[config.mk]
export PLATFORM = sky130hd
export DESIGN_NAME = servo_position_ramp_flat
export DESIGN_NICKNAME = d
export VERILOG_FILES = /design/src/srp_pkg.sv /design/src/srp_cmd_if.sv /design/src/srp_rsp_if.sv /design/src/srp_div.sv /design/src/srp_ctrl.sv /design/src/srp_dp.sv /design/src/servo_position_ramp.sv /design/src/flat_wrapper.sv
export VERILOG_INCLUDE_DIRS = /design/src /design/src/src
export SDC_FILE = /design/constraint.sdc
export NUM_CORES = 1
export LEC_CHECK = 0
export ABC_AREA = 0
export BUFFER_PORTS_ARGS = -buffer_cell sky130_fd_sc_hd__buf_2
export CAP_MARGIN = 10
export CORE_MARGIN = 3
export CORE_UTILIZATION = 40
export CTS_CLUSTER_SIZE = 20
export DETAILED_ROUTE_END_ITERATION = 8
export GPL_ROUTABILITY_DRIVEN = 0
export PLACE_DENSITY_LB_ADDON = 0.08
export RECOVER_POWER = 50
export SYNTH_ARGS = -nofsm -noshare
export SYNTH_HDL_FRONTEND = slang
export SYNTH_SLANG_ARGS = --single-unit
[constraint.sdc]
create_clock -name clk -period 7.92 [get_ports clk]
set_input_delay 1.584 -clock clk [delete_from_list [all_inputs] [get_ports clk]]
set_output_delay 1.584 -clock clk [all_outputs]
set_load 0.02 [all_outputs]
[src/servo_position_ramp_assert.svh]
// Assertion macros for the servo position ramp block.
// Included by the modules that carry concurrent checks; needs clk and rst_n in scope.
`ifndef SERVO_POSITION_RAMP_ASSERT_SVH
`define SERVO_POSITION_RAMP_ASSERT_SVH

`ifndef SYNTHESIS

// Same-cycle implication, disabled while reset is asserted.
`define SRP_ASSERT_IMPL(name, ante, cons) \
    name: assert property (@(posedge clk) disable iff (!rst_n) (ante) |-> (cons)) \
        else $error("servo_position_ramp check failed");

// Next-cycle implication, disabled while reset is asserted.
`define SRP_ASSERT_NEXT(name, ante, cons) \
    name: assert property (@(posedge clk) disable iff (!rst_n) (ante) |=> (cons)) \
        else $error("servo_position_ramp check failed");

`else

`define SRP_ASSERT_IMPL(name, ante, cons)
`define SRP_ASSERT_NEXT(name, ante, cons)

`endif

`endif

[src/srp_pkg.sv]
// Shared types, constants and helpers for the servo position ramp block.
// No dependencies; imported by every other file of the block but the assertion header.
`timescale 1ns / 1ps
`default_nettype none

package srp_pkg;

    // Field widths.
    localparam int OPCODE_W = 3;
    localparam int MODE_W   = 2;
    localparam int ANGLE_W  = 8;
    localparam int TICKS_W  = 16;
    localparam int CFG_IDX_W  = 2;
    localparam int CFG_DATA_W = 16;
    localparam int DIV_W    = 16;
    localparam int FRAC_W   = 8;

    // Parameter defaults.
    localparam int ANGLE_MAX_DEF = 180;
    localparam int STEP_MAX_DEF  = 30;

    // Event opcodes.
    localparam logic [OPCODE_W-1:0] OP_TICK  = 3'd0;
    localparam logic [OPCODE_W-1:0] OP_APPLY = 3'd1;
    localparam logic [OPCODE_W-1:0] OP_START = 3'd2;
    localparam logic [OPCODE_W-1:0] OP_STOP  = 3'd3;
    localparam logic [OPCODE_W-1:0] OP_ESTOP = 3'd4;

    // Mode codes.
    localparam logic [MODE_W-1:0] MODE_DEFAULT = 2'd0;
    localparam logic [MODE_W-1:0] MODE_SPEED   = 2'd1;
    localparam logic [MODE_W-1:0] MODE_TIMED   = 2'd2;
    localparam logic [MODE_W-1:0] MODE_INVALID = 2'd3;

    // Configuration register indexes.
    localparam logic [CFG_IDX_W-1:0] CFG_MODE     = 2'd0;
    localparam logic [CFG_IDX_W-1:0] CFG_SETPOINT = 2'd1;
    localparam logic [CFG_IDX_W-1:0] CFG_TICKS    = 2'd2;
    localparam logic [CFG_IDX_W-1:0] CFG_SPEED    = 2'd3;

    // Reset values.
    localparam logic [MODE_W-1:0]     MODE_RESET     = MODE_SPEED;
    localparam logic [ANGLE_W-1:0]    ANGLE_RESET    = 8'd90;
    localparam logic [CFG_DATA_W-1:0] SPEED_RESET    = 16'd5;

    // Controller states.
    typedef enum logic [4:0] {
        ST_IDLE   = 5'b00001,
        ST_EXEC   = 5'b00010,
        ST_MOVE   = 5'b00100,
        ST_DIV    = 5'b01000,
        ST_RESULT = 5'b10000
    } srp_state_t;

    // Commands from the controller to the datapath.
    typedef struct packed {
        logic capture;
        logic exec;
        logic move;
        logic emit;
    } srp_ctl_t;

    // Status from the datapath to the controller.
    typedef struct packed {
        logic need_div;
        logic need_move;
        logic has_result;
        logic div_done;
        logic out_free;
    } srp_sts_t;

    function automatic logic [ANGLE_W-1:0] angle_dist(
        input logic [ANGLE_W-1:0] a,
        input logic [ANGLE_W-1:0] b
    );
        angle_dist = (a > b) ? (a - b) : (b - a);
    endfunction

endpackage

`default_nettype wire

[src/srp_cmd_if.sv]
// Event channel of the servo position ramp: valid/ready plus the event payload.
// Depends on srp_pkg for field widths.
`timescale 1ns / 1ps
`default_nettype none

interface srp_cmd_if
    import srp_pkg::*;
();
    logic                valid;
    logic                ready;
    logic [OPCODE_W-1:0] opcode;
    logic                estop_active;

    modport source (output valid, output opcode, output estop_active, input ready);
    modport sink   (input valid, input opcode, input estop_active, output ready);
endinterface

`default_nettype wire

[src/srp_rsp_if.sv]
// Result channel of the servo position ramp: valid/ready plus the result payload.
// Depends on srp_pkg for field widths.
`timescale 1ns / 1ps
`default_nettype none

interface srp_rsp_if
    import srp_pkg::*;
();
    logic               valid;
    logic               ready;
    logic [ANGLE_W-1:0] position_deg;
    logic [ANGLE_W-1:0] error_deg;
    logic               running;
    logic               target_reached;
    logic               start_accepted;

    modport source (
        output valid, output position_deg, output error_deg, output running,
        output target_reached, output start_accepted, input ready
    );
    modport sink (
        input valid, input position_deg, input error_deg, input running,
        input target_reached, input start_accepted, output ready
    );
endinterface

`default_nettype wire

[src/srp_div.sv]
// Restoring radix-2 divider, one quotient bit per cycle, used for the Q8 step.
// Depends on srp_pkg for the operand width.
`timescale 1ns / 1ps
`default_nettype none

module srp_div
    import srp_pkg::*;
(
    input  wire logic             clk,
    input  wire logic             rst_n,
    input  wire logic             start,
    input  wire logic [DIV_W-1:0] dividend,
    input  wire logic [DIV_W-1:0] divisor,
    output logic                  done,
    output logic      [DIV_W-1:0] quotient
);
    localparam int CNT_W = $clog2(DIV_W);

    logic             busy_reg;
    logic             done_reg;
    logic [CNT_W-1:0] cnt_reg;
    logic [DIV_W-1:0] quo_reg;
    logic [DIV_W-1:0] rem_reg;
    logic [DIV_W-1:0] dsr_reg;
    logic [DIV_W:0]   rem_shift;
    logic [DIV_W:0]   rem_sub;
    logic             fits;

    always_comb
    begin
        rem_shift = {rem_reg, quo_reg[DIV_W-1]};
        fits      = (rem_shift >= {1'b0, dsr_reg});
        rem_sub   = rem_shift - {1'b0, dsr_reg};
    end

    always_ff @(posedge clk or negedge rst_n)
    begin
        if (!rst_n)
        begin
            busy_reg <= 1'b0;
            done_reg <= 1'b0;
            cnt_reg  <= '0;
        end
        else
        begin
            done_reg <= 1'b0;
            if (start)
            begin
                busy_reg <= 1'b1;
                cnt_reg  <= CNT_W'(DIV_W - 1);
            end
            else if (busy_reg)
            begin
                cnt_reg <= cnt_reg - 1'b1;
                if (cnt_reg == '0)
                begin
                    busy_reg <= 1'b0;
                    done_reg <= 1'b1;
                end
            end
        end
    end

    always_ff @(posedge clk)
    begin
        if (start)
        begin
            quo_reg <= dividend;
            rem_reg <= '0;
            dsr_reg <= divisor;
        end
        else if (busy_reg)
        begin
            quo_reg <= {quo_reg[DIV_W-2:0], fits};
            rem_reg <= fits ? rem_sub[DIV_W-1:0] : rem_shift[DIV_W-1:0];
        end
    end

    assign done     = done_reg;
    assign quotient = quo_reg;

endmodule

`default_nettype wire

[src/srp_ctrl.sv]
// Sequencing state machine of the servo position ramp.
// Depends on srp_pkg and the assertion macros in servo_position_ramp_assert.svh.
`timescale 1ns / 1ps
`default_nettype none
`include "servo_position_ramp_assert.svh"

module srp_ctrl
    import srp_pkg::*;
(
    input  wire logic     clk,
    input  wire logic     rst_n,
    input  wire logic     in_valid,
    output logic          in_ready,
    input  wire srp_sts_t sts,
    output srp_ctl_t      ctl
);
    srp_state_t state_reg;
    srp_state_t state_next;

    always_comb
    begin
        state_next  = state_reg;
        ctl         = '0;
        in_ready    = 1'b0;
        unique case (state_reg)
            ST_IDLE:
            begin
                in_ready    = 1'b1;
                ctl.capture = in_valid;
                if (in_valid)
                begin
                    state_next = ST_EXEC;
                end
            end
            ST_EXEC:
            begin
                ctl.exec = 1'b1;
                if (sts.need_div)
                begin
                    state_next = ST_DIV;
                end
                else if (sts.need_move)
                begin
                    state_next = ST_MOVE;
                end
                else if (sts.has_result)
                begin
                    state_next = ST_RESULT;
                end
                else
                begin
                    state_next = ST_IDLE;
                end
            end
            ST_MOVE:
            begin
                ctl.move   = 1'b1;
                state_next = ST_RESULT;
            end
            ST_DIV:
            begin
                if (sts.div_done)
                begin
                    state_next = ST_RESULT;
                end
            end
            ST_RESULT:
            begin
                if (sts.out_free)
                begin
                    ctl.emit   = 1'b1;
                    state_next = ST_IDLE;
                end
            end
            default:
            begin
                state_next = ST_IDLE;
            end
        endcase
    end

    always_ff @(posedge clk or negedge rst_n)
    begin
        if (!rst_n)
        begin
            state_reg <= ST_IDLE;
        end
        else
        begin
            state_reg <= state_next;
        end
    end

    `SRP_ASSERT_NEXT(a_accept_to_exec, in_valid && in_ready, state_reg == ST_EXEC)
    `SRP_ASSERT_NEXT(a_div_waits, (state_reg == ST_DIV) && !sts.div_done, state_reg == ST_DIV)
    `SRP_ASSERT_IMPL(a_div_done_in_div, sts.div_done, state_reg == ST_DIV)
    `SRP_ASSERT_NEXT(a_result_holds, (state_reg == ST_RESULT) && !sts.out_free,
                     state_reg == ST_RESULT)

endmodule

`default_nettype wire

[src/srp_dp.sv]
// Datapath of the servo position ramp: configuration, plan and position state,
// tick arithmetic, the step divider and the result register. Depends on srp_pkg, srp_div.
`timescale 1ns / 1ps
`default_nettype none

module srp_dp
    import srp_pkg::*;
#(
    parameter int ANGLE_MAX = ANGLE_MAX_DEF,
    parameter int STEP_MAX  = STEP_MAX_DEF
)
(
    input  wire logic                  clk,
    input  wire logic                  rst_n,
    input  wire logic                  cfg_we,
    input  wire logic [CFG_IDX_W-1:0]  cfg_idx,
    input  wire logic [CFG_DATA_W-1:0] cfg_wdata,
    input  wire logic [OPCODE_W-1:0]   in_opcode,
    input  wire logic                  in_estop,
    input  wire logic                  out_ready,
    output logic                       out_valid,
    output logic      [ANGLE_W-1:0]    out_position,
    output logic      [ANGLE_W-1:0]    out_error,
    output logic                       out_running,
    output logic                       out_reached,
    output logic                       out_accepted,
    input  wire srp_ctl_t              ctl,
    output srp_sts_t                   sts
);
    localparam logic [ANGLE_W-1:0] ANGLE_LIM = ANGLE_W'(ANGLE_MAX);
    localparam logic [TICKS_W-1:0] STEP_LIM  = TICKS_W'(STEP_MAX);

    // Configuration registers.
    logic [MODE_W-1:0]  mode_cfg_reg;
    logic [ANGLE_W-1:0] setpoint_cfg_reg;
    logic [TICKS_W-1:0] ticks_cfg_reg;
    logic [TICKS_W-1:0] speed_cfg_reg;

    // Latched event.
    logic [OPCODE_W-1:0] op_reg;
    logic                estop_reg;

    // Plan and position state.
    logic [ANGLE_W-1:0] position_reg;
    logic [ANGLE_W-1:0] target_reg;
    logic               run_reg;
    logic [MODE_W-1:0]  amode_reg;
    logic [ANGLE_W-1:0] speed_step_reg;
    logic [TICKS_W-1:0] total_reg;
    logic [TICKS_W-1:0] elapsed_reg;
    logic [DIV_W-1:0]   frac_step_reg;
    logic [FRAC_W-1:0]  accum_reg;

    // Per-event working registers.
    logic [ANGLE_W-1:0] step_amt_reg;
    logic               snap_reg;
    logic               reached_reg;
    logic               accepted_reg;

    // Result register.
    logic               rsp_valid_reg;
    logic [ANGLE_W-1:0] rsp_pos_reg;
    logic [ANGLE_W-1:0] rsp_err_reg;
    logic               rsp_run_reg;
    logic               rsp_reached_reg;
    logic               rsp_acc_reg;

    // Event decode.
    logic [MODE_W-1:0]  mode_eff;
    logic               bad_mode;
    logic               cfg_ok;
    logic [ANGLE_W-1:0] delta_new;
    logic [ANGLE_W-1:0] speed_norm;
    logic               is_cfg_op;
    logic [DIV_W-1:0]   frac_sum;
    logic [ANGLE_W-1:0] whole;
    logic [TICKS_W-1:0] elapsed_inc;

    // Move arithmetic.
    logic [ANGLE_W-1:0] remain;
    logic [ANGLE_W-1:0] move_amt;
    logic [ANGLE_W-1:0] new_pos;

    // Divider.
    logic             div_start;
    logic             div_done;
    logic [DIV_W-1:0] div_quo;

    always_comb
    begin
        mode_eff   = (mode_cfg_reg == MODE_DEFAULT) ? MODE_SPEED : mode_cfg_reg;
        bad_mode   = (mode_cfg_reg == MODE_INVALID);
        cfg_ok     = !bad_mode && (setpoint_cfg_reg <= ANGLE_LIM) &&
                     !((mode_eff == MODE_TIMED) && (ticks_cfg_reg == '0));
        delta_new  = angle_dist(setpoint_cfg_reg, position_reg);
        if (speed_cfg_reg == '0)
        begin
            speed_norm = ANGLE_W'(1);
        end
        else if (speed_cfg_reg > STEP_LIM)
        begin
            speed_norm = STEP_LIM[ANGLE_W-1:0];
        end
        else
        begin
            speed_norm = speed_cfg_reg[ANGLE_W-1:0];
        end
        is_cfg_op   = (op_reg == OP_APPLY) || (op_reg == OP_START);
        frac_sum    = {{(DIV_W-FRAC_W){1'b0}}, accum_reg} + frac_step_reg;
        whole       = (frac_sum[DIV_W-1:FRAC_W] == '0) ? ANGLE_W'(1)
                                                      : frac_sum[DIV_W-1:FRAC_W];
        elapsed_inc = elapsed_reg + 1'b1;

        remain   = angle_dist(position_reg, target_reg);
        move_amt = (step_amt_reg > remain) ? remain : step_amt_reg;
        if (snap_reg)
        begin
            new_pos = target_reg;
        end
        else if (target_reg >= position_reg)
        begin
            new_pos = position_reg + move_amt;
        end
        else
        begin
            new_pos = position_reg - move_amt;
        end

        sts.need_div   = is_cfg_op && cfg_ok && (mode_eff == MODE_TIMED) && (delta_new != '0);
        sts.need_move  = (op_reg == OP_TICK) && run_reg && !estop_reg &&
                         ((amode_reg == MODE_SPEED) || (amode_reg == MODE_TIMED));
        sts.has_result = ((op_reg == OP_TICK) && run_reg) || is_cfg_op ||
                         (op_reg == OP_STOP) || (op_reg == OP_ESTOP);
        sts.div_done   = div_done;
        sts.out_free   = !rsp_valid_reg || out_ready;

        div_start = ctl.exec && sts.need_div;
    end

    srp_div u_div (
        .clk      (clk),
        .rst_n    (rst_n),
        .start    (div_start),
        .dividend ({delta_new, {FRAC_W{1'b0}}}),
        .divisor  (ticks_cfg_reg),
        .done     (div_done),
        .quotient (div_quo)
    );

    // Configuration writes.
    always_ff @(posedge clk or negedge rst_n)
    begin
        if (!rst_n)
        begin
            mode_cfg_reg     <= MODE_RESET;
            setpoint_cfg_reg <= ANGLE_RESET;
            ticks_cfg_reg    <= '0;
            speed_cfg_reg    <= SPEED_RESET;
        end
        else if (cfg_we)
        begin
            unique case (cfg_idx)
                CFG_MODE:     mode_cfg_reg     <= cfg_wdata[MODE_W-1:0];
                CFG_SETPOINT: setpoint_cfg_reg <= cfg_wdata[ANGLE_W-1:0];
                CFG_TICKS:    ticks_cfg_reg    <= cfg_wdata[TICKS_W-1:0];
                CFG_SPEED:    speed_cfg_reg    <= cfg_wdata[TICKS_W-1:0];
                default:      mode_cfg_reg     <= mode_cfg_reg;
            endcase
        end
    end

    // Event capture.
    always_ff @(posedge clk)
    begin
        if (ctl.capture)
        begin
            op_reg    <= in_opcode;
            estop_reg <= in_estop;
        end
    end

    // Plan, position and run state.
    always_ff @(posedge clk or negedge rst_n)
    begin
        if (!rst_n)
        begin
            position_reg   <= ANGLE_RESET;
            target_reg     <= ANGLE_RESET;
            run_reg        <= 1'b0;
            amode_reg      <= MODE_SPEED;
            speed_step_reg <= '0;
            total_reg      <= '0;
            elapsed_reg    <= '0;
            frac_step_reg  <= '0;
            accum_reg      <= '0;
            step_amt_reg   <= '0;
            snap_reg       <= 1'b0;
            reached_reg    <= 1'b0;
            accepted_reg   <= 1'b0;
        end
        else
        begin
            if (ctl.exec)
            begin
                reached_reg  <= 1'b0;
                accepted_reg <= 1'b0;
                case (op_reg) inside
                    OP_TICK:
                    begin
                        if (run_reg)
                        begin
                            if (estop_reg)
                            begin
                                run_reg <= 1'b0;
                            end
                            else if (amode_reg == MODE_SPEED)
                            begin
                                step_amt_reg <= speed_step_reg;
                                snap_reg     <= 1'b0;
                            end
                            else if (amode_reg == MODE_TIMED)
                            begin
                                if (position_reg == target_reg)
                                begin
                                    step_amt_reg <= '0;
                                    snap_reg     <= 1'b0;
                                end
                                else if (elapsed_reg >= total_reg)
                                begin
                                    step_amt_reg <= '0;
                                    snap_reg     <= 1'b1;
                                end
                                else
                                begin
                                    elapsed_reg  <= elapsed_inc;
                                    accum_reg    <= frac_sum[FRAC_W-1:0];
                                    step_amt_reg <= whole;
                                    snap_reg     <= (elapsed_inc >= total_reg);
                                end
                            end
                            else
                            begin
                                run_reg <= 1'b0;
                            end
                        end
                    end
                    OP_APPLY, OP_START:
                    begin
                        if (!bad_mode)
                        begin
                            amode_reg <= mode_eff;
                        end
                        if (cfg_ok)
                        begin
                            // Replan from the current position.
                            target_reg     <= setpoint_cfg_reg;
                            speed_step_reg <= (mode_eff == MODE_SPEED) ? speed_norm : '0;
                            total_reg      <= (mode_eff == MODE_TIMED) ? ticks_cfg_reg : '0;
                            elapsed_reg    <= '0;
                            accum_reg      <= '0;
                            frac_step_reg  <= '0;
                        end
                        if (op_reg == OP_START)
                        begin
                            run_reg      <= cfg_ok;
                            accepted_reg <= cfg_ok;
                        end
                    end
                    OP_STOP, OP_ESTOP:
                    begin
                        run_reg <= 1'b0;
                    end
                    default:
                    begin
                        run_reg <= run_reg;
                    end
                endcase
            end

            if (div_done)
            begin
                frac_step_reg <= (div_quo == '0) ? DIV_W'(1) : div_quo;
            end

            if (ctl.move)
            begin
                position_reg <= new_pos;
                if (run_reg && (new_pos == target_reg))
                begin
                    run_reg     <= 1'b0;
                    reached_reg <= 1'b1;
                end
            end
        end
    end

    // Result register.
    always_ff @(posedge clk or negedge rst_n)
    begin
        if (!rst_n)
        begin
            rsp_valid_reg <= 1'b0;
        end
        else if (ctl.emit)
        begin
            rsp_valid_reg <= 1'b1;
        end
        else if (out_ready)
        begin
            rsp_valid_reg <= 1'b0;
        end
    end

    always_ff @(posedge clk)
    begin
        if (ctl.emit)
        begin
            rsp_pos_reg     <= position_reg;
            rsp_err_reg     <= remain;
            rsp_run_reg     <= run_reg;
            rsp_reached_reg <= reached_reg;
            rsp_acc_reg     <= accepted_reg;
        end
    end

    assign out_valid    = rsp_valid_reg;
    assign out_position = rsp_pos_reg;
    assign out_error    = rsp_err_reg;
    assign out_running  = rsp_run_reg;
    assign out_reached  = rsp_reached_reg;
    assign out_accepted = rsp_acc_reg;

endmodule

`default_nettype wire

[src/servo_position_ramp.sv]
// Servo position ramp generator: speed-limited or timed Q8 ramp of a servo angle.
// Top level; depends on srp_pkg, srp_cmd_if, srp_rsp_if, srp_ctrl and srp_dp.
//
// Usage:
//   Events arrive as beats on the cmd channel (opcode, estop_active); results leave as
//   beats on the rsp channel (position_deg, error_deg, running, target_reached,
//   start_accepted). Ticks, run start/stop/estop and apply give at most one result
//   beat each; a tick while no run is active and opcodes 5 to 7 give none.
//   Configuration is written through cfg_we / cfg_idx / cfg_wdata, one register per cycle,
//   no read-back; the user must do so only while the block is idle; it is not checked.
// Event flow:
//   The block takes one event at a time. A stop, estop, non-moving tick or an apply or
//   start without division passes the exec and result states before rsp.valid rises; a
//   moving tick also passes the move state. An apply or start in timed mode that must
//   move runs the serial 16-bit divider for the Q8 step, one quotient bit per cycle, in
//   the div state. cmd.ready returns in the cycle after the result is loaded into the
//   output register; a silent event returns from the exec state straight to idle.
// Reset and stall:
//   rst_n clears the run, sets the angle and target to 90 degrees and restores the
//   configuration defaults. A result waits in the output register while rsp.ready is
//   low; the block may take the next event meanwhile and holds its own result until
//   the register is free.
`timescale 1ns / 1ps
`default_nettype none

module servo_position_ramp
    import srp_pkg::*;
#(
    parameter int ANGLE_MAX = ANGLE_MAX_DEF,
    parameter int STEP_MAX  = STEP_MAX_DEF
)
(
    input  wire logic                  clk,
    input  wire logic                  rst_n,
    input  wire logic                  cfg_we,
    input  wire logic [CFG_IDX_W-1:0]  cfg_idx,
    input  wire logic [CFG_DATA_W-1:0] cfg_wdata,
    srp_cmd_if.sink                    cmd,
    srp_rsp_if.source                  rsp
);
    // Command and status between the sequencer and the datapath.
    srp_ctl_t ctl;
    srp_sts_t sts;

    srp_ctrl u_ctrl (
        .clk      (clk),
        .rst_n    (rst_n),
        .in_valid (cmd.valid),
        .in_ready (cmd.ready),
        .sts      (sts),
        .ctl      (ctl)
    );

    srp_dp #(
        .ANGLE_MAX (ANGLE_MAX),
        .STEP_MAX  (STEP_MAX)
    ) u_dp (
        .clk          (clk),
        .rst_n        (rst_n),
        .cfg_we       (cfg_we),
        .cfg_idx      (cfg_idx),
        .cfg_wdata    (cfg_wdata),
        .in_opcode    (cmd.opcode),
        .in_estop     (cmd.estop_active),
        .out_ready    (rsp.ready),
        .out_valid    (rsp.valid),
        .out_position (rsp.position_deg),
        .out_error    (rsp.error_deg),
        .out_running  (rsp.running),
        .out_reached  (rsp.target_reached),
        .out_accepted (rsp.start_accepted),
        .ctl          (ctl),
        .sts          (sts)
    );

endmodule

`default_nettype wire
[src/flat_wrapper.sv]
// flat-port wrapper written by rule: the top's interface ports become plain ports
module servo_position_ramp_flat import srp_pkg::*;
#(
    parameter int ANGLE_MAX = ANGLE_MAX_DEF,
    parameter int STEP_MAX  = STEP_MAX_DEF
)
  (clk, rst_n, cfg_we, cfg_idx, cfg_wdata, cmd_valid, cmd_opcode, cmd_estop_active, cmd_ready, rsp_valid, rsp_position_deg, rsp_error_deg, rsp_running, rsp_target_reached, rsp_start_accepted, rsp_ready);
  srp_cmd_if cmd_i ();
  srp_rsp_if rsp_i ();
  input  wire logic clk;
  input  wire logic rst_n;
  input  wire logic cfg_we;
  input  wire logic [CFG_IDX_W-1:0] cfg_idx;
  input  wire logic [CFG_DATA_W-1:0] cfg_wdata;
  input wire logic [$bits(cmd_i.valid)-1:0] cmd_valid;
  input wire logic [$bits(cmd_i.opcode)-1:0] cmd_opcode;
  input wire logic [$bits(cmd_i.estop_active)-1:0] cmd_estop_active;
  output wire logic [$bits(cmd_i.ready)-1:0] cmd_ready;
  output wire logic [$bits(rsp_i.valid)-1:0] rsp_valid;
  output wire logic [$bits(rsp_i.position_deg)-1:0] rsp_position_deg;
  output wire logic [$bits(rsp_i.error_deg)-1:0] rsp_error_deg;
  output wire logic [$bits(rsp_i.running)-1:0] rsp_running;
  output wire logic [$bits(rsp_i.target_reached)-1:0] rsp_target_reached;
  output wire logic [$bits(rsp_i.start_accepted)-1:0] rsp_start_accepted;
  input wire logic [$bits(rsp_i.ready)-1:0] rsp_ready;
  assign cmd_i.valid = cmd_valid;
  assign cmd_i.opcode = cmd_opcode;
  assign cmd_i.estop_active = cmd_estop_active;
  assign cmd_ready = cmd_i.ready;
  assign rsp_valid = rsp_i.valid;
  assign rsp_position_deg = rsp_i.position_deg;
  assign rsp_error_deg = rsp_i.error_deg;
  assign rsp_running = rsp_i.running;
  assign rsp_target_reached = rsp_i.target_reached;
  assign rsp_start_accepted = rsp_i.start_accepted;
  assign rsp_i.ready = rsp_ready;
  servo_position_ramp #(.ANGLE_MAX(ANGLE_MAX), .STEP_MAX(STEP_MAX)) u_core (.clk(clk), .rst_n(rst_n), .cfg_we(cfg_we), .cfg_idx(cfg_idx), .cfg_wdata(cfg_wdata), .cmd(cmd_i), .rsp(rsp_i));
endmodule
# Word-level counts from Yosys, hierarchy flattened
# Index checks and enable logic that the tools add are counted.
# op_classes
bitwise_logic	3
n_mux	84
add_sub_neg	10
magnitude_cmp	9
n_reduce_logical	50
n_eq_ne	29
# ops
op	n
16-bit two-way mux	17
8-bit two-way mux	22
16-bit logical NOT	3
8-bit subtractor	5
1-bit two-way mux	35
16-bit >= comparator	2
5-bit two-way mux	6
5-bit case mux with 5 select lines	1
8-bit > comparator	3
17-bit by 16-bit >= comparator with 1-bit output	1
16-bit by 1-bit adder with 16-bit output, second input constant	1
8-bit by 16-bit adder with 16-bit output	1
8-bit equality test	2
16-bit by 5-bit > comparator with 1-bit output, second input constant	1
2-bit nonzero test	8
16-bit subtractor	1
2-bit != test, second input constant	7
4-bit AND reduction	3
1-bit logical AND	11
2-bit equality test, second input constant	5
9-bit AND reduction	1
8-bit adder	1
8-bit >= comparator	1
8-bit less-or-equal comparator, second input constant	1
other kinds (25)	46
# word_totals
inputBits	27
wordCells	218
register_bits	219
output_inout_bits	21

# Depth between registers and ports, before layout
# Gate-level depths: netlist (run 1).
# depth
depth_word	12
ltp_mapped	34
mapped_depth_nobuf	33

# Cells and area by module
# Synthesis (run 1) repeated with hierarchy kept, for this count alone.
# hier_totals
hier_cells	1422
hier_area_um2	13904.6
# by_module_without_submodules
module	seq_area_each_um2	area_per_inst_um2	cells_each	instances
srp_dp	4139.0	10498.8	1096	1
srp_div	1431.4	3052.9	290	1
srp_ctrl	126.4	352.8	36	1

# Worst setup path after synthesis (run 1)
# OpenSTA, ideal clock, no wires.
# synth_timing
path_kind	flip-flop to flip-flop
startpoint	reg u_core.u_dp.position_reg[1]
endpoint	reg u_core.u_dp.run_reg
slack_ns	1.184
t_required_ns	7.800
stages_incl_launch_ff	33
n_path_buf	1
arrival_time_ns	6.616
synth_period_minus_slack_ns	6.736
setup_time_ns	0.120
cell_sequence	dfstp_2 inv_1 ha_1 nand4_1 nor2_4 a21oi_1 a22oi_2 nor2_1 a2111oi_4 inv_1 ha_1 a21o_1 a21oi_1 nand2b_1 a31oi_1 a21o_1 nor2_1 buf_2 mux2i_1 inv_1 ha_1 a21o_1 ha_1 a21o_1 a21oi_1 o21bai_1 a21oi_1 o21ai_0 xnor2_1 a211oi_1 and4bb_4 xnor3_1 o211a_1
# synth_via
elab_chain_len	11
word_cells_on_any_way	15
classes_between	add/sub (4); order compare (3); eq/ne (1); mux (6); reduce/logical (1)
# synth_rtl
item	line	rtl
from (decl)	srp_dp.sv:44	logic [ANGLE_W-1:0] position_reg;
from (signal assigned)	srp_dp.sv:287	position_reg <= new_pos;
8-bit subtractor / 8-bit > comparator (equally long branches)	srp_pkg.sv:76	angle_dist = (a > b) ? (a - b) : (b - a);
8-bit two-way mux *	srp_pkg.sv:76	
named net u_core.u_dp.remain[6]	srp_dp.sv:80	logic [ANGLE_W-1:0] remain;
8-bit > comparator	srp_dp.sv:115	move_amt = (step_amt_reg > remain) ? remain : step_amt_reg;
8-bit two-way mux *	srp_dp.sv:115	
8-bit subtractor / 8-bit adder (equally long branches)	srp_dp.sv:126, srp_dp.sv:122	
8-bit two-way mux *	srp_dp.sv:120	else if (target_reg >= position_reg)
8-bit two-way mux *	srp_dp.sv:116	if (snap_reg)
8-bit equality test *	srp_dp.sv:288	if (run_reg && (new_pos == target_reg))
1-bit logical AND *	srp_dp.sv:288	
1-bit two-way mux *	srp_dp.sv:288	
1-bit two-way mux *	srp_dp.sv:285	if (ctl.move)
to (signal assigned)	srp_dp.sv:265	run_reg <= cfg_ok;
to (signal assigned)	srp_dp.sv:275	run_reg <= run_reg;
to (decl)	srp_dp.sv:46	logic run_reg;
# The timed path passes the listed nets; every way through them passes the cells marked *.
# A chain may end at the register's enable or synchronous reset.

# Worst setup path after layout (run 1)
# layout_timing
startpoint	reg u_core.u_dp.position_reg[3]
endpoint	reg u_core.u_dp.run_reg
# The elaborated chain is that of the path after synthesis.

==> results of run 1 <==
[placed cells by master (no fill, tap or decap), types with 8 or more instances in the layout]
cell	instances
dfrtp_1	130
nand2_1	122
inv_1	105
ha_1	104
o21ai_0	93
nor2_1	92
a21oi_1	57
mux2i_1	52
edfxtp_1	47
xnor2_1	43
mux2_2	43
nand3_1	38
buf_2	37
clkbuf_16	29
nor3_1	24
dfxtp_1	24
a21o_1	23
xor2_1	22
nor4_1	20
a211oi_1	20
nand4_1	18
nand2b_1	17
buf_4	17
clkbuf_1	16
dfstp_2	16
o21a_1	14
and2_1	14
and3_1	12
o2bb2ai_1	11
o31ai_1	10
nor2b_1	10
or2_2	10
nand3b_1	8
a32oi_1	8
[stage by stage]
stage / area [sq um] / std cells / utilization, %
after global routing: 15200 / 1888 / 46.1
after global placement: 14300 / 1834 / 43.3
after detailed placement: 14300 / 1834 / 43.3
final: 15200 / 1888 / 46.1
after CTS: 15200 / 1884 / 46.1
after floorplan: 13500 / 1378 / -
[cells by family after synthesis]
family / share of synthesized area [%]
simple gates: 14.9
compound gates: 16.4
flops: 41.5
buf+inv: 4.43
fa+ha+maj: 10.7
mux: 7.60
xor+xnor: 4.54
[power breakdown]
part | switching, mW | total (mW) | internal (mW)
registers | 0.180 | 1.55 | 1.37
logic | 1.15 | 1.95 | 0.794
clock network | 0.510 | 1.27 | 0.761
total | 1.84 | 4.77 | 2.92
[critical path, delay by kind of cell, from the launching register on]
family / cells / cell delay [ns]
adders and majority gates: 4 / 1.28
xor gates and xnor gates: 2 / 0.50
buffers and inverters: 4 / 0.43
DFF: 1 / 0.60
and+or+nand+nor: 5 / 1.09
AOI/OAI and AO/OA: 14 / 3.10
muxes: 1 / 0.30
[area by class of cell]
class                      count  area, sq um  share of cell area, %
clock buffer                  36          782                   5.15
tap                          442          553                   3.64
sequential                   219         5620                   37.0
multi-input combinational   1005         7350                   48.4
clock inverter                14          135                  0.889
inverter                     106          398                   2.62
timing repair buffer          66          358                   2.35
[per-layer routing]
metal | vias to the layer above | wire (um)
li1 | 5048 | -
met1 | 4924 | 17500
met2 | 165 | 15300
met3 | 32 | 1190
met4 | 0 | 548
met5 | - | 0
[repair_timing]
action                                  in CTS  in global routing
gates resized for setup                      1                  5
setup buffers                                0                  4
pin swaps                                    0                  3
endpoints found under the setup margin       1                  3
[final timing paths]
path	cells past startpoint	slack, ns	to
worst max-delay path	30	0.50	u_core.u_dp.run_reg
min in group asynchronous	1	2.21	u_core.u_dp.ticks_cfg_reg[11]
worst max register to register	30	0.50	u_core.u_dp.run_reg
worst min register to register	0	0.46	u_core.u_dp.out_reached
worst min-delay path	0	0.46	u_core.u_dp.out_reached
max in group asynchronous	3	1.92	u_core.u_dp.accepted_reg
==> results.toml, run 1 <==
[status]
outcome = "finished with violations"
violations = "max-capacitance violations, max-slew violations"

[route]
vias_per_cell = 5.39
dr.pass1.iters = 7
num_vias = 10200
drt_wl_total_mm = 34.5
remaining_drc_errors = 0
antenna_left = 0
wire_per_inst_um = 18.3
drtIter0Drc = 516

[grt]
grt_use_met1_pct = 29.2
grt_use_total_pct = 19.2
grt_pass1_vias = 9987
grt_max_degree = 66
antenna_found_initial = 0
grt_use_met2_pct = 29.5
grt_overflow = 0
top_usage_layer = "met2"
use_met3_pct = 2.25
grt_pass1_wl_mm = 55.9

[sta]
hold_slack_ns = 0.455
period_share_pct = 93.7
tns_ns = 0
hold_viol = 0
final-setup-viol-count = 0
tightest_slew_ns = 3.51
maxSlewHeadroom_pct = -134
worst_slack_ns = 0.498
fin_crit_ns = 7.42
slew_violations = 110
clock_skew_ns = 0.0206
fmax_mhz = 135
rsz0062_at_grt = "false"

[min_path]
min_from = "u_core.u_dp.reached_reg"
hold_path_class = "register to register"

[worst_setup_path]
regToRegStartpoint = "u_core.u_dp.position_reg[3]"
cp-startpoint = "u_core.u_dp.position_reg[3]"
critPathLaunchType = "register"
max_stage_delay_ns = 0.60
critPathKind = "register to register"
endpoint_kind = "register"
crit_path_max_fanout = 11
cp_data_required_time_ns = 8.35
arrival_ns = 7.85
cp_slowest_cell = "dfstp_1"

[yosys]
ys.flop_type = "dfrtp_1"
synth_fp_nets = 1517
synthTopCellsByCount = "dfrtp_1, nand2_1, ha_1, inv_1"
synthArstFlopShare_pct = 67.6
synth_edf_count = 47
synth_cell_type_count = 88
postSynthCellCount = 1378
synth-seq-cells = 219
ys_seq_area_share_pct = 41.5
synthTopCellsByArea = "dfrtp_1, edfxtp_1, ha_1"
syn_avg_cell_area_sq_um = 9.83
synth_top_cell_by_area = "dfrtp_1"
synth_top_area_share_pct = 24.2
yosysMostFrequentCell = "dfrtp_1"
yosysWarnings = 0
syn_area_sq_um = 13500

[floorplan]
rows = 66
die_w_um = 190
die_height_um = 190
die-area_sq_um = 36100
start_util_pct = 41.1
fp.coreArea_sq_um = 32900
num_io_pins = 48

[cts]
cts_sinks = 219
path_clk_slew_ns = 0.06
cts_buffers = 27
cts_hold_buf = 0
ctsRootBufferMaster = "clkbuf_16"
h-tree-depth = 1
clock_path_buffers = 3
cts_tree = "yes"
clock_latency_ns = 0.55

[layout]
drive_gt1_share_pct = 13.9
syn2layout_area_growth_pct = 12.2
final_nets = 1564
nFillCells = 3143
insertedDiodeCount = 0

[pwr]
vdd.ir_drop.worst_v = 0.000144
powerDensity_nw_per_um2 = 314
total_power_mw = 4.77
p_leak_nw = 6.58

[placement]
io_buffers = 47
dp_slack_ns = 0.0188
dpl.hpwl_mm = 25.5

[run]
maxCapViolations = 2
Power figures use the tool's default switching activity.
==> run 2, diff against run 1 <==
--- a/config.mk
+++ b/config.mk
@@ -6,9 +6,8 @@
 export SDC_FILE = /design/constraint.sdc
 export NUM_CORES = 1
 export LEC_CHECK = 0
-export ABC_AREA = 0
+export ABC_AREA = 1
 export BUFFER_PORTS_ARGS = -buffer_cell sky130_fd_sc_hd__buf_2
-export CAP_MARGIN = 10
 export CORE_MARGIN = 3
 export CORE_UTILIZATION = 40
 export CTS_CLUSTER_SIZE = 20
==> run 2 against run 1 <==
Worst setup slack improved by 0.64 ns; combinational power rose by 19%; the run still ends with max-capacitance violations, max-slew violations left; clock power fell by 5%; highest routed layer unchanged; sequential power rose by 5%; sequential share of layout area rose by 1.4 points; final area fell by 3.6%.
==> results.toml, run 2 <==
[status]
outcome = "finished with violations"
violations = "max-capacitance violations, max-slew violations"

[yosys]
synth_top_family_by_area = "simple AND/OR/NAND/NOR gates"
synth-simple-area-share_pct = 19.1
synth_top_cell_by_area = "dfrtp_1"
synth.mux.area_fraction_pct = 0.475
yosysMostFrequentCell = "nand2_1"
synth_fp_nets = 1741
synth_cell_type_count = 59
synthTopCellsByCount = "nand2_1, inv_1, o21ai_0, dfrtp_1, ha_1"
synth_compound_area_share_pct = 14.5
synth_top_area_share_pct = 24.9
yosysWarnings = 0
synthArstFlopShare_pct = 67.6
synthXorXnorAreaFrac_pct = 3.86
synth-seq-cells = 219
synth_edf_count = 47
synthTopCellsByArea = "dfrtp_1, edfxtp_1, ha_1"
syn_area_sq_um = 13200
ys_seq_area_share_pct = 42.6
ys.flop_type = "dfrtp_1"
synth-adder-area-share_pct = 11.0
postSynthCellCount = 1602
syn_avg_cell_area_sq_um = 8.22

[sta]
fin_crit_ns = 6.79
final-setup-viol-count = 0
rsz0062_at_grt = "false"
maxSlewHeadroom_pct = -221
tns_ns = 0
hold_slack_ns = 0.450
clock_skew_ns = 0.0120
period_share_pct = 85.7
tightest_slew_ns = 4.81
fmax_mhz = 147
slew_violations = 158
hold_viol = 0

[worst_setup_path]
cp_data_required_time_ns = 8.37
crit_path_max_fanout = 9
critPathLaunchType = "register"
critPathMostFrequentCell = "nand2_1"
endpoint_kind = "register"
cp_slowest_cell = "dfstp_1"
cp-startpoint = "u_core.u_dp.position_reg[4]"
max_stage_delay_ns = 0.61
critPathKind = "register to register"
regToRegStartpoint = "u_core.u_dp.position_reg[4]"
rrSetupSlack_ns = 1.13
arrival_ns = 7.23

[cts]
cts_sinks = 219
cts_buffers = 27
path_clk_slew_ns = 0.06
h-tree-depth = 1
cts_hold_buf = 0
cts_setup_buffers = 0
ctsRootBufferMaster = "clkbuf_16"
cts_tree = "yes"
clock_latency_ns = 0.55
cts-resized-gates = 0
clock_path_buffers = 3

[pwr]
powerDensity_nw_per_um2 = 351
total_power_mw = 5.15
p_leak_nw = 7.09
p_sw_mw = 2.21
vdd.ir_drop.worst_v = 0.000165
comb_power_share_pct = 45.1
p_sw_share_pct = 42.9
p_clk_share_pct = 23.4
power_frac_seq_pct = 31.5
internal-power_mw = 2.94

[grt]
grt_max_degree = 84
grt_pass1_wl_mm = 55.9
grt_use_total_pct = 19.4
grt_pass1_vias = 10100
grt_overflow = 0
antenna_found_initial = 1

[floorplan]
rows = 65
die_w_um = 187
num_io_pins = 48
die-area_sq_um = 35200
die_height_um = 187
fp.coreArea_sq_um = 32000
start_util_pct = 41.1

[placement]
io_buffers = 47
place_area_sq_um = 13900
dpl.hpwl_mm = 25.3

[route]
drt_wl_total_mm = 34.1
drtIter0Drc = 641
remaining_drc_errors = 0
num_vias = 10600
antenna_left = 0
dr.pass1.iters = 5
wire_per_inst_um = 16.2
vias_per_cell = 5.07

[min_path]
min_from = "u_core.u_dp.reached_reg"
hold_path_class = "register to register"

[layout]
insertedDiodeCount = 0
final_util_pct = 45.7
final_nets = 1781
drive_gt1_share_pct = 6.92
final_cell_mix = "nand2_1, inv_1, o21ai_0"
nFillCells = 3305
final_common_cell = "nand2_1"
multiInputGateArea_sq_um = 6440
syn2layout_area_growth_pct = 11.2
stdcell_area_sq_um = 14700
regArea_sq_um = 5620

[run]
maxCapViolations = 3
[run 2: cell families after synthesis]
logic type	count (synthesis)
compound gates	341
xor+xnor	58
fa+ha+maj	112
buf+inv	291
flops	219
mux	6
simple gates	575
[run 2: critical path, delay by kind of cell (launching register included)]
kind,cells,cell delay (ns)
AO/OA/AOI/OAI,9,1.59
buffers and inverters,4,0.39
AND/OR/NAND/NOR,20,2.54
flip-flops,1,0.61
adder cells (fa/ha/maj),4,1.25
XOR/XNOR,1,0.29
[run 2: path summary, 6_finish.rpt]
| path | cells past startpoint | endpoint |
|---|---|---|
| hold reg to reg | 0 | u_core.u_dp.out_reached |
| setup / recovery | 38 | u_core.u_dp.run_reg |
| min in group asynchronous | 1 | u_core.u_dp.u_div.cnt_reg[2] |
| setup reg to reg | 38 | u_core.u_dp.run_reg |
| hold / removal | 0 | u_core.u_dp.out_reached |
| max in group asynchronous | 2 | u_core.u_dp.position_reg[7] |
[run 2: final cells by class]
| cell class | count | share of cell area, % |
|---|---|---|
| clock inverters | 13 | 0.948 |
| well taps | 435 | 3.71 |
| inverters | 246 | 6.30 |
| clock buffers | 37 | 4.93 |
| repair buffers | 56 | 1.80 |
| multi-input cells | 1092 | 44.0 |
| flip-flops and latches | 219 | 38.3 |
[run 2: routing by layer]
| layer | GRT usage [%] | vias up | wire, um |
|---|---|---|---|
| met2 | 28.1 | 193 | 14000 |
| met5 | 0 | - | 0 |
| met4 | 4.62 | 0 | 622 |
| met3 | 2.83 | 38 | 1450 |
| li1 | - | 5405 | - |
| met1 | 30.4 | 5010 | 17900 |
[run 2: through the flow]
| stage | std cells | setup slack [ns] |
|---|---|---|
| 6_report | 2098 | 1.13 |
| 5_1_grt | 2098 | 0.467 |
| 4_1_cts | 2098 | 1.60 |
| 3_5_place_dp | 2048 | 1.63 |
| 3_3_place_gp | 2048 | 1.80 |
| 2_1_floorplan | 1602 | 2.40 |
[run 2: power groups by stage]
stage	Sequential, mW	Clock (mW)	Combinational [mW]
2_1_floorplan	1.60	0	1.73
3_5_place_dp	1.64	0	2.33
3_3_place_gp	1.64	0	2.31
6_report	1.62	1.21	2.32
5_1_grt	1.66	1.29	2.65
4_1_cts	1.63	1.24	2.34
